File: config.mk
export PLATFORM = sky130hd
export DESIGN_NAME = nmea_gll_position_parser
export DESIGN_NICKNAME = d
export VERILOG_FILES = /design/src/ngll_pkg.sv /design/src/ngll_front.sv /design/src/ngll_fifo.sv /design/src/ngll_back.sv /design/src/nmea_gll_position_parser.sv
export VERILOG_INCLUDE_DIRS = /design/src /design/src/src
export SDC_FILE = /design/constraint.sdc
export NUM_CORES = 2
export LEC_CHECK = 0
export BUFFER_PORTS_ARGS = -buffer_cell sky130_fd_sc_hd__buf_2
export CORE_MARGIN = 3
export CORE_UTILIZATION = 47
export CTS_BUF_LIST = sky130_fd_sc_hd__clkbuf_8
export CTS_CLUSTER_SIZE = 28
export DETAILED_ROUTE_END_ITERATION = 12
export PLACE_DENSITY = 0.73
export SETUP_SLACK_MARGIN = 0.1
export SYNTH_ARGS = -nofsm -noshare
export SYNTH_HDL_FRONTEND = slang
export SYNTH_SLANG_ARGS = --single-unit
File: constraint.sdc
create_clock -name clk -period 12.3 [get_ports clk]
set_input_delay 2.46 -clock clk [delete_from_list [all_inputs] [get_ports clk]]
set_output_delay 2.46 -clock clk [all_outputs]
set_load 0.05 [all_outputs]
File: src/nmea_gll_position_parser_macros.svh
// Assertion macros used by the GLL parser converter back end.
// Needs clk and rst_n in the scope of each use.
`ifndef NMEA_GLL_POSITION_PARSER_MACROS_SVH
`define NMEA_GLL_POSITION_PARSER_MACROS_SVH

// Check a property on every clock, idle during reset.
`define NGLL_ASSERT(lbl, prop, msg) \
    lbl: assert property (@(posedge clk) disable iff (!rst_n) prop) else $error(msg);

// Check that a condition implies another one in the following cycle.
`define NGLL_ASSERT_NEXT(lbl, ante, cons, msg) \
    lbl: assert property (@(posedge clk) disable iff (!rst_n) (ante) |=> (cons)) else $error(msg);

`endif

File: src/ngll_pkg.sv
// Shared types, constants and helper functions for the GLL position parser.
// No dependencies.
package ngll_pkg;

    localparam int FRAC_DIGITS_DEF = 5;
    localparam int FRAC_W          = 24;  // fraction of minutes, up to 10^7 - 1
    localparam int WHOLE_W         = 7;   // whole minutes, saturating at 99
    localparam int DEG_W           = 10;  // up to three degree digits
    localparam int MS_W            = 30;  // scaled minutes, below 100 * 10^7
    localparam int MAG_W           = 34;
    localparam int POS_W           = 35;
    localparam int QUEUE_DEPTH     = 4;
    localparam int PTR_W           = $clog2(QUEUE_DEPTH);

    localparam logic [WHOLE_W-1:0] WHOLE_MAX = 7'd99;
    localparam logic [23:0]        DEG_SCALE = 24'd10000000;

    // Character codes
    localparam logic [7:0] CH_LF    = 8'h0A;
    localparam logic [7:0] CH_COMMA = 8'h2C;
    localparam logic [7:0] CH_DOT   = 8'h2E;
    localparam logic [7:0] CH_ZERO  = 8'h30;
    localparam logic [7:0] CH_NINE  = 8'h39;
    localparam logic [7:0] CH_A     = 8'h41;
    localparam logic [7:0] CH_S     = 8'h53;
    localparam logic [7:0] CH_W     = 8'h57;

    // Token positions within a sentence
    localparam logic [3:0] TOK_LAT      = 4'd2;
    localparam logic [3:0] TOK_LAT_HEMI = 4'd3;
    localparam logic [3:0] TOK_LON      = 4'd4;
    localparam logic [3:0] TOK_LON_HEMI = 4'd5;
    localparam logic [3:0] TOK_STATUS   = 4'd7;
    localparam logic [3:0] TOK_COUNT    = 4'd8;
    localparam logic [3:0] TOK_MAX      = 4'd15;

    // Minutes parse state of the current token
    typedef struct packed {
        logic [WHOLE_W-1:0] whole;
        logic [FRAC_W-1:0]  frac;
        logic [2:0]         cnt;
        logic               stopped;
        logic               in_frac;
    } min_t;

    // One beat from the tokenizer to the converter
    typedef struct packed {
        logic               conv;      // a position token ended
        logic               conv_lon;  // it was the longitude
        logic [DEG_W-1:0]   deg;
        logic [WHOLE_W-1:0] whole;
        logic [FRAC_W-1:0]  frac;
        logic               is_end;    // line feed: emit a result
        logic               valid;
        logic               lat_neg;
        logic               lon_neg;
    } job_t;

    function automatic logic [23:0] pow10(input int unsigned n);
        logic [23:0] r;
        unique case (n)
            0: r = 24'd1;
            1: r = 24'd10;
            2: r = 24'd100;
            3: r = 24'd1000;
            4: r = 24'd10000;
            5: r = 24'd100000;
            6: r = 24'd1000000;
            7: r = 24'd10000000;
            default: r = 24'd1;
        endcase
        return r;
    endfunction

    function automatic logic is_digit(input logic [7:0] c);
        return (c >= CH_ZERO) && (c <= CH_NINE);
    endfunction

    // Feed one character into the minutes parse
    function automatic min_t feed(input min_t m, input logic [7:0] c, input int unsigned f);
        min_t        r;
        logic [3:0]  d;
        logic [9:0]  w;
        int unsigned idx;
        r   = m;
        d   = 4'(c - CH_ZERO);
        w   = 10'(m.whole) * 10'd10 + 10'(d);
        idx = f - 1 - int'(m.cnt);
        if (!m.stopped) begin
            if (is_digit(c)) begin
                if (!m.in_frac) begin
                    r.whole = (w > 10'(WHOLE_MAX)) ? WHOLE_MAX : w[WHOLE_W-1:0];
                end
                else if (int'(m.cnt) < f) begin
                    r.frac = m.frac + FRAC_W'({20'd0, d} * pow10(idx));
                    r.cnt  = m.cnt + 3'd1;
                end
            end
            else if (c == CH_DOT && !m.in_frac) begin
                r.in_frac = 1'b1;
            end
            else begin
                r.stopped = 1'b1;
            end
        end
        return r;
    endfunction

endpackage

File: src/ngll_front.sv
// Tokenizer front end: splits characters into tokens, parses position tokens
// and pushes conversion and end-of-sentence beats. Depends on ngll_pkg.
module ngll_front #(
    parameter int FRAC_DIGITS = ngll_pkg::FRAC_DIGITS_DEF
) (
    input  logic                clk,
    input  logic                rst_n,
    input  logic                push,
    output logic                full,
    input  logic [7:0]          char_in,
    output logic                job_valid,
    output ngll_pkg::job_t      job,
    input  logic                job_full
);
    import ngll_pkg::*;

    logic [3:0] tok_num_reg, tok_num_next;
    logic       in_token_reg, in_token_next;
    logic [2:0] tok_len_reg, tok_len_next;   // saturates at 6 (longer than five)
    logic [7:0] prefix_reg [5];
    logic [7:0] prefix_next [5];
    min_t       min_reg, min_next;
    logic       lat_neg_reg, lat_neg_next;
    logic       lon_neg_reg, lon_neg_next;
    logic       status_a_reg, status_a_next;

    logic       accept;
    logic       conv_hit;
    logic       long_tok;
    logic [DEG_W-1:0] deg;

    assign full   = job_full;
    assign accept = push && !job_full;

    // Degrees from the stored prefix
    always_comb
    begin
        logic run;
        logic dc3;
        run = 1'b1;
        dc3 = (prefix_reg[4] != CH_DOT);
        deg = '0;
        for (int i = 0; i < 3; i++)
        begin
            if ((i < 2 || dc3) && run) begin
                if (is_digit(prefix_reg[i])) begin
                    deg = DEG_W'(deg * DEG_W'(10) + DEG_W'(prefix_reg[i] - CH_ZERO));
                end
                else begin
                    run = 1'b0;
                end
            end
        end
    end

    assign long_tok = (tok_len_reg == 3'd6);
    assign conv_hit = in_token_reg && (tok_num_reg == TOK_LAT || tok_num_reg == TOK_LON);

    // Advance token state, build the beat
    always_comb
    begin
        logic [3:0] tn;
        logic [2:0] len;
        min_t       m;
        tok_num_next  = tok_num_reg;
        in_token_next = in_token_reg;
        tok_len_next  = tok_len_reg;
        prefix_next   = prefix_reg;
        min_next      = min_reg;
        lat_neg_next  = lat_neg_reg;
        lon_neg_next  = lon_neg_reg;
        status_a_next = status_a_reg;
        tn            = tok_num_reg;
        len           = tok_len_reg;
        m             = min_reg;

        job_valid    = 1'b0;
        job          = '0;
        job.conv     = conv_hit;
        job.conv_lon = (tok_num_reg == TOK_LON);
        job.deg      = long_tok ? deg : '0;
        job.whole    = long_tok ? min_reg.whole : '0;
        job.frac     = long_tok ? min_reg.frac : '0;
        job.valid    = (tok_num_reg == TOK_COUNT) && status_a_reg;
        job.lat_neg  = lat_neg_reg;
        job.lon_neg  = lon_neg_reg;

        if (accept) begin
            if (char_in == CH_LF) begin
                // end of sentence: emit and clear
                job_valid     = 1'b1;
                job.is_end    = 1'b1;
                tok_num_next  = '0;
                in_token_next = 1'b0;
                tok_len_next  = '0;
                min_next      = '0;
                lat_neg_next  = 1'b0;
                lon_neg_next  = 1'b0;
                status_a_next = 1'b0;
            end
            else if (char_in == CH_COMMA) begin
                job_valid     = conv_hit;
                in_token_next = 1'b0;
            end
            else begin
                if (!in_token_reg) begin
                    // open a new token
                    in_token_next = 1'b1;
                    tn  = (tok_num_reg == TOK_MAX) ? TOK_MAX : tok_num_reg + 4'd1;
                    len = '0;
                    m   = '0;
                    if (tn == TOK_LAT_HEMI) begin
                        lat_neg_next = (char_in == CH_S);
                    end
                    else if (tn == TOK_LON_HEMI) begin
                        lon_neg_next = (char_in == CH_W);
                    end
                    else if (tn == TOK_STATUS) begin
                        status_a_next = (char_in == CH_A);
                    end
                end
                else if (tok_num_reg == TOK_STATUS) begin
                    status_a_next = 1'b0;
                end

                if (len < 3'd5) begin
                    prefix_next[len] = char_in;
                    if (len == 3'd4) begin
                        // prefix complete: feed the minutes part of it
                        if (char_in == CH_DOT) begin
                            m = feed(m, prefix_reg[2], FRAC_DIGITS);
                        end
                        m = feed(m, prefix_reg[3], FRAC_DIGITS);
                        m = feed(m, char_in, FRAC_DIGITS);
                    end
                end
                else begin
                    m = feed(m, char_in, FRAC_DIGITS);
                end
                tok_num_next = tn;
                tok_len_next = (len == 3'd6) ? 3'd6 : len + 3'd1;
                min_next     = m;
            end
        end
    end

    // Control state
    always_ff @(posedge clk or negedge rst_n)
    begin
        if (!rst_n) begin
            tok_num_reg  <= '0;
            in_token_reg <= 1'b0;
            tok_len_reg  <= '0;
            min_reg      <= '0;
            lat_neg_reg  <= 1'b0;
            lon_neg_reg  <= 1'b0;
            status_a_reg <= 1'b0;
        end
        else begin
            tok_num_reg  <= tok_num_next;
            in_token_reg <= in_token_next;
            tok_len_reg  <= tok_len_next;
            min_reg      <= min_next;
            lat_neg_reg  <= lat_neg_next;
            lon_neg_reg  <= lon_neg_next;
            status_a_reg <= status_a_next;
        end
    end

    // Prefix characters, no reset
    always_ff @(posedge clk)
    begin
        prefix_reg <= prefix_next;
    end

endmodule

File: src/ngll_fifo.sv
// Short queue of beats between tokenizer and converter.
// Depends on ngll_pkg.
module ngll_fifo (
    input  logic           clk,
    input  logic           rst_n,
    input  logic           wr_en,
    input  ngll_pkg::job_t wr_data,
    output logic           full,
    input  logic           rd_en,
    output ngll_pkg::job_t rd_data,
    output logic           empty
);
    import ngll_pkg::*;

    job_t             mem_reg [QUEUE_DEPTH];
    logic [PTR_W-1:0] wr_ptr_reg;
    logic [PTR_W-1:0] rd_ptr_reg;
    logic [PTR_W:0]   count_reg;
    logic             do_wr;
    logic             do_rd;

    assign full    = (count_reg == (PTR_W+1)'(QUEUE_DEPTH));
    assign empty   = (count_reg == '0);
    assign do_wr   = wr_en && !full;
    assign do_rd   = rd_en && !empty;
    assign rd_data = mem_reg[rd_ptr_reg];

    // Advance pointers and fill count
    always_ff @(posedge clk or negedge rst_n)
    begin
        if (!rst_n) begin
            wr_ptr_reg <= '0;
            rd_ptr_reg <= '0;
            count_reg  <= '0;
        end
        else begin
            if (do_wr) begin
                wr_ptr_reg <= wr_ptr_reg + PTR_W'(1);
            end
            if (do_rd) begin
                rd_ptr_reg <= rd_ptr_reg + PTR_W'(1);
            end
            if (do_wr && !do_rd) begin
                count_reg <= count_reg + (PTR_W+1)'(1);
            end
            else if (do_rd && !do_wr) begin
                count_reg <= count_reg - (PTR_W+1)'(1);
            end
        end
    end

    // Store beats
    always_ff @(posedge clk)
    begin
        if (do_wr) begin
            mem_reg[wr_ptr_reg] <= wr_data;
        end
    end

endmodule

File: src/ngll_back.sv
// Converter back end: scales minutes, divides by 60, adds degrees, latches
// positions and holds the result beat. Depends on ngll_pkg and the macro header.
`include "nmea_gll_position_parser_macros.svh"
module ngll_back #(
    parameter int FRAC_DIGITS = ngll_pkg::FRAC_DIGITS_DEF
) (
    input  logic                              clk,
    input  logic                              rst_n,
    input  logic                              job_avail,
    input  ngll_pkg::job_t                    job,
    output logic                              job_rd,
    output logic                              empty,
    input  logic                              pop,
    output logic                              fix_valid,
    output logic signed [ngll_pkg::POS_W-1:0] latitude,
    output logic signed [ngll_pkg::POS_W-1:0] longitude
);
    import ngll_pkg::*;

    localparam logic [23:0] MIN_UNIT  = pow10(FRAC_DIGITS);
    localparam logic [23:0] MIN_SCALE = pow10(7 - FRAC_DIGITS);
    localparam logic [28:0] DIV15_K   = 29'd286331154;  // ceil(2^32 / 15)

    typedef struct packed {
        logic conv;
        logic conv_lon;
        logic is_end;
        logic valid;
        logic lat_neg;
        logic lon_neg;
    } ctl_t;

    logic             adv;
    logic             s1_valid_reg, s2_valid_reg, s3_valid_reg;
    ctl_t             s1_ctl_reg, s2_ctl_reg, s3_ctl_reg;
    logic [DEG_W-1:0] s1_deg_reg;
    logic [MS_W-1:0]  s1_ms_reg;
    logic [MAG_W-1:0] s2_degs_reg, s3_degs_reg;
    logic [MS_W-1:0]  s2_x_reg;
    logic [24:0]      s3_q_reg;
    logic [56:0]      prod15;
    logic [MAG_W-1:0] mag;
    logic [MAG_W-1:0] lat_mag_reg, lat_mag_next;
    logic [MAG_W-1:0] lon_mag_reg, lon_mag_next;
    logic [MAG_W-1:0] lat_now, lon_now;
    logic             out_valid_reg, out_valid_next;
    logic             fix_reg;
    logic [POS_W-1:0] lat_out_reg, lon_out_reg;
    ctl_t             in_ctl;

    assign adv    = !out_valid_reg || pop;
    assign job_rd = adv && job_avail;

    assign in_ctl = '{conv: job.conv, conv_lon: job.conv_lon, is_end: job.is_end,
                      valid: job.valid, lat_neg: job.lat_neg, lon_neg: job.lon_neg};

    // Divide by 60: drop two bits, then multiply by reciprocal of 15
    assign prod15 = 57'(s2_x_reg[MS_W-1:2]) * 57'(DIV15_K);
    assign mag    = s3_degs_reg + MAG_W'(s3_q_reg);

    // Latch positions, fold the final stage into the result
    always_comb
    begin
        lat_now        = (s3_ctl_reg.conv && !s3_ctl_reg.conv_lon) ? mag : lat_mag_reg;
        lon_now        = (s3_ctl_reg.conv && s3_ctl_reg.conv_lon) ? mag : lon_mag_reg;
        lat_mag_next   = lat_mag_reg;
        lon_mag_next   = lon_mag_reg;
        out_valid_next = out_valid_reg;
        if (adv) begin
            out_valid_next = s3_valid_reg && s3_ctl_reg.is_end;
            if (s3_valid_reg) begin
                lat_mag_next = s3_ctl_reg.is_end ? '0 : lat_now;
                lon_mag_next = s3_ctl_reg.is_end ? '0 : lon_now;
            end
        end
    end

    // Pipeline control
    always_ff @(posedge clk or negedge rst_n)
    begin
        if (!rst_n) begin
            s1_valid_reg  <= 1'b0;
            s2_valid_reg  <= 1'b0;
            s3_valid_reg  <= 1'b0;
            out_valid_reg <= 1'b0;
            lat_mag_reg   <= '0;
            lon_mag_reg   <= '0;
        end
        else begin
            if (adv) begin
                s1_valid_reg <= job_avail;
                s2_valid_reg <= s1_valid_reg;
                s3_valid_reg <= s2_valid_reg;
            end
            out_valid_reg <= out_valid_next;
            lat_mag_reg   <= lat_mag_next;
            lon_mag_reg   <= lon_mag_next;
        end
    end

    // Pipeline payload
    always_ff @(posedge clk)
    begin
        if (adv) begin
            s1_ctl_reg  <= in_ctl;
            s1_deg_reg  <= job.deg;
            s1_ms_reg   <= MS_W'(MS_W'(job.whole) * MS_W'(MIN_UNIT)) + MS_W'(job.frac);
            s2_ctl_reg  <= s1_ctl_reg;
            s2_degs_reg <= MAG_W'(s1_deg_reg) * MAG_W'(DEG_SCALE);
            s2_x_reg    <= MS_W'(s1_ms_reg * MS_W'(MIN_SCALE));
            s3_ctl_reg  <= s2_ctl_reg;
            s3_degs_reg <= s2_degs_reg;
            s3_q_reg    <= prod15[56:32];
            if (s3_valid_reg && s3_ctl_reg.is_end) begin
                fix_reg     <= s3_ctl_reg.valid;
                lat_out_reg <= !s3_ctl_reg.valid ? '0 :
                               s3_ctl_reg.lat_neg ? POS_W'(-{1'b0, lat_now}) : {1'b0, lat_now};
                lon_out_reg <= !s3_ctl_reg.valid ? '0 :
                               s3_ctl_reg.lon_neg ? POS_W'(-{1'b0, lon_now}) : {1'b0, lon_now};
            end
        end
    end

    assign empty     = !out_valid_reg;
    assign fix_valid = fix_reg;
    assign latitude  = signed'(lat_out_reg);
    assign longitude = signed'(lon_out_reg);

    `NGLL_ASSERT(a_invalid_zero, out_valid_reg && !fix_reg |-> lat_out_reg == '0 && lon_out_reg == '0, "invalid result carries a position")
    `NGLL_ASSERT_NEXT(a_stall_hold, out_valid_reg && !pop, out_valid_reg && $stable(lat_out_reg) && $stable(lon_out_reg), "stalled result changed")
    `NGLL_ASSERT_NEXT(a_mag_clear, adv && s3_valid_reg && s3_ctl_reg.is_end, lat_mag_reg == '0 && lon_mag_reg == '0, "positions not cleared after sentence")

endmodule

File: src/nmea_gll_position_parser.sv
// A line feed accepted passes through the beat queue, converter stages s1 to s3 and the result register.
// Throughput: one character per cycle while full is low; tokenizer and converter run decoupled.
// The converter pipeline holds only while its result beat is not taken.
// Reset clears token state, queue and pipeline at once; no clearing pass.
// Depends on ngll_pkg, ngll_front, ngll_fifo, ngll_back.
module nmea_gll_position_parser #(
    parameter int FRAC_DIGITS = ngll_pkg::FRAC_DIGITS_DEF
) (
    input  logic                              clk,
    input  logic                              rst_n,
    input  logic                              push,
    output logic                              full,
    input  logic [7:0]                        char_in,
    output logic                              empty,
    input  logic                              pop,
    output logic                              fix_valid,
    output logic signed [ngll_pkg::POS_W-1:0] latitude,
    output logic signed [ngll_pkg::POS_W-1:0] longitude
);
    import ngll_pkg::*;

    logic job_wr;
    job_t job_in;
    logic q_full;
    logic q_rd;
    job_t q_data;
    logic q_empty;

    ngll_front #(.FRAC_DIGITS(FRAC_DIGITS)) u_front (
        .clk       (clk),
        .rst_n     (rst_n),
        .push      (push),
        .full      (full),
        .char_in   (char_in),
        .job_valid (job_wr),
        .job       (job_in),
        .job_full  (q_full)
    );

    ngll_fifo u_fifo (
        .clk     (clk),
        .rst_n   (rst_n),
        .wr_en   (job_wr),
        .wr_data (job_in),
        .full    (q_full),
        .rd_en   (q_rd),
        .rd_data (q_data),
        .empty   (q_empty)
    );

    ngll_back #(.FRAC_DIGITS(FRAC_DIGITS)) u_back (
        .clk       (clk),
        .rst_n     (rst_n),
        .job_avail (!q_empty),
        .job       (q_data),
        .job_rd    (q_rd),
        .empty     (empty),
        .pop       (pop),
        .fix_valid (fix_valid),
        .latitude  (latitude),
        .longitude (longitude)
    );

endmodule

==> out/results.ini <==
[run_status]
status=finished clean

[setup_path]
slowest_stage=fa_1
worstPathRequired_ns=12.95
worstSetupPathType=flop to flop
arrival_ns=12.20
start_kind=flop
crit_top_cell=fa_1
worstSetupEndpointType=flop
worst_path_largest_cell_delay_ns=0.55
worstPathMaxFanout=10

[logic_synthesis]
async_reset_ff_share_pct=21.54
synth_edf_count=459
synth_top_family_by_area=adder cells
avgSynthCellArea_um2=9.880
synthMuxAreaShare_pct=3.328
yosysWarningCount=0
synth_ff_type=edfxtp_1
syn-cell-area_mm2=0.05681
syn-num-nets=6876
synth-adder-area-share_pct=29.94
synth_compound_area_share_pct=12.05
yosysUniqueCellTypes=103
syn_inst=5750
synth_seq_area_share_pct=29.81
yosys.area_share.simple_pct=12.75
synthXorXnorAreaFrac_pct=4.797
ys_ff_latch=585

[global_routing]
grt_pass1_vias=42040
antenna_found_initial=5
grtUsageMet2_pct=38.90
grt_pass1_wl_mm=227.9
grt_usage_pct=22.80
grt_util_met3_pct=3.786
overflow=0
grt_max_degree=73
grt_use_met1_pct=28.57
grt_busiest_layer=met2

[clock_network]
clk_latency_ns=0.76
clkSlewWorstSetupHoldPaths_ns=0.07
h-tree-depth=3
clock_sinks=585
clockBufferDepth=3
cts_buffers=97
cts_tree=done
ctsRootBufferMaster=clkbuf_8

[die]
die-area_mm2=0.1251
start_util_pct=47.73
num_rows=126
die_w_um=353.7
coreArea_mm2=0.1190
ios=85
die_h_um=353.7

[placement]
place_area_mm2=0.05933
io_buffers=84
gp_congestion=0.9944
hpwl_mm=112.5
dp_slack_ns=0.01065

[min_path]
hp-class=flop to flop

[routing]
ant_nets=0
num_vias=42020
drt_wl_total_mm=143.2
drtPass1Iterations=7
drcViolationCount=0
vias_per_cell=5.568
wire_per_inst_um=18.98
drt_iter0_drc=3086

[sta]
layout_setup_ws_ns=0.7467
max_freq_mhz=86.56
post-route-period-util_pct=93.93
maxSlewViolCount=0
setup_viol_count_final=0
rsz0062_at_grt=false
tightest_slew_ns=1.238
fin_skew_ns=0.05598
fin_crit_ns=11.55
hold_viol_final=0
setup_tns_ns=0
relSlewSlack_pct=17.45

[final_layout]
drive_above_1_share_pct=8.162
area_growth_syn_to_layout_pct=8.444
final_area_mm2=0.06161
num-nets-final=6985
multi_input_area_mm2=0.03578
largest_reg_flops=188
seqCellArea_mm2=0.01694
fillers=10620

[run]
drv_cap=0

kinds of logic (layout without fill, tap and decap cells):
family / Yosys count / in the layout
simple gates: 1474 / 1474
fa+ha+maj: 1116 / 1116
buf+inv: 1099 / 1291
compound gates: 1041 / 1041
flops: 585 / 585
xor+xnor: 308 / 308
mux: 127 / 127
other cells: 0 / 4
timing repair:
| action | in CTS | in global routing |
|---|---|---|
| resized for setup | 0 | 4 |
| setup buffers | 0 | 2 |
| hold buffers | 0 | 0 |
| setup endpoints to repair | 0 | 3 |
cells in the final DEF, fill, tap and decap left out, types with 38 or more instances in the layout:
cell      instances
nand3_1          96
a211oi_1         55
nand2b_1         48
nor3_1           95
nor2b_1          42
ha_1            708
or3_1            38
nand2_1         432
edfxtp_1        459
o21a_1           51
buf_2            83
and3_1           68
dfrtp_1         123
o211ai_1         41
fa_1            406
mux4_2           47
xor2_1           81
and2_1          152
a21oi_1         244
a21o_1           74
clkbuf_8        109
o21ai_0         242
nor2_1          337
inv_1           943
xnor2_1         225
mux2i_1          61
buf_4            96
worst paths after layout:
kind,cells after the start,to,slack [ns],start
setup / recovery,40,u_front.min_reg[28]$_DFFE_PN0P_,0.75,u_front.min_reg[2]$_DFFE_PN0P_
hold / removal,0,u_back.s3_degs_reg[22]$_DFFE_PN_,0.41,u_back.s2_degs_reg[22]$_DFFE_PN_
setup reg to reg,40,u_front.min_reg[28]$_DFFE_PN0P_,0.75,u_front.min_reg[2]$_DFFE_PN0P_
hold reg to reg,0,u_back.s3_degs_reg[22]$_DFFE_PN_,0.41,u_back.s2_degs_reg[22]$_DFFE_PN_
max in group asynchronous,2,u_fifo.rd_ptr_reg[0]$_DFFE_PN0P_,9.00,rst_n
min in group asynchronous,1,u_back.lat_mag_reg[7]$_DFFE_PN0P_,1.80,rst_n
cells in the mapped netlist, types with 14 or more instances:
library cell | count | share of area (%)
mux4_2 | 47 | 1.9
nand2_1 | 433 | 2.9
nor2b_1 | 43 | 0.47
o41ai_1 | 15 | 0.23
nand2b_1 | 51 | 0.56
a22o_1 | 36 | 0.56
inv_1 | 927 | 6.1
or2_2 | 31 | 0.34
a31oi_1 | 29 | 0.32
o31ai_1 | 35 | 0.46
a22oi_1 | 14 | 0.19
mux2_2 | 17 | 0.34
nor4_1 | 18 | 0.20
nand4_1 | 24 | 0.26
and2_1 | 157 | 1.7
xnor2_1 | 225 | 3.5
clkbuf_1 | 146 | 0.96
o21bai_1 | 27 | 0.36
a21o_1 | 74 | 0.98
or3_1 | 38 | 0.42
a211oi_1 | 56 | 0.74
a221oi_1 | 14 | 0.22
dfrtp_1 | 126 | 5.6
nand3_1 | 96 | 0.85
o21a_1 | 51 | 0.67
o21ai_0 | 243 | 2.1
a21oi_1 | 245 | 2.2
fa_1 | 406 | 14
nor2_1 | 338 | 2.2
edfxtp_1 | 459 | 24
o31a_1 | 16 | 0.25
ha_1 | 708 | 16
nor3_1 | 95 | 0.84
nor3b_1 | 14 | 0.19
xor2_1 | 81 | 1.2
o211ai_1 | 41 | 0.54
and3_1 | 69 | 0.76
mux2i_1 | 61 | 1.1
layer usage:
layer | vias up | share of wire, %
met5 | - | 0.023
met4 | 6 | 4.6
met3 | 352 | 6.2
met2 | 1322 | 48
met1 | 20330 | 41
li1 | 20010 | -
per-stage QoR:
step / util, % / std cells / hold slack [ns]
2_1_floorplan: - / 5750 / 0.4003
3_3_place_gp: 49.84 / 7358 / 0.4010
3_5_place_dp: 49.84 / 7358 / 0.4054
4_1_cts: 51.73 / 7540 / 0.4149
5_1_grt: 51.76 / 7544 / 0.4182
6_report: 51.76 / 7546 / 0.4062
worst max-delay path, delay by kind of cell (launching register included):
| kind | cells | cell delay, ns |
|---|---|---|
| and+or+nand+nor | 10 | 2.27 |
| AOI/OAI and AO/OA | 12 | 3.04 |
| DFF | 1 | 0.48 |
| buffers and inverters | 4 | 0.31 |
| adders and majority gates | 9 | 4.01 |
| muxes | 1 | 0.32 |
| xor gates and xnor gates | 4 | 1.02 |
layout make-up:
class                      count  share of cell area [%]
antenna                        4                 0.01625
inverter                     929                   5.660
clock inverter                73                   1.200
timing repair buffer         180                   1.862
sequential                   585                   27.50
clock buffer                 109                   2.435
multi-input combinational   4066                   58.08
tap                         1600                   3.249
Power is not shown: default switching activity piles up to over one toggle a cycle in this logic, so the estimate is an artifact.
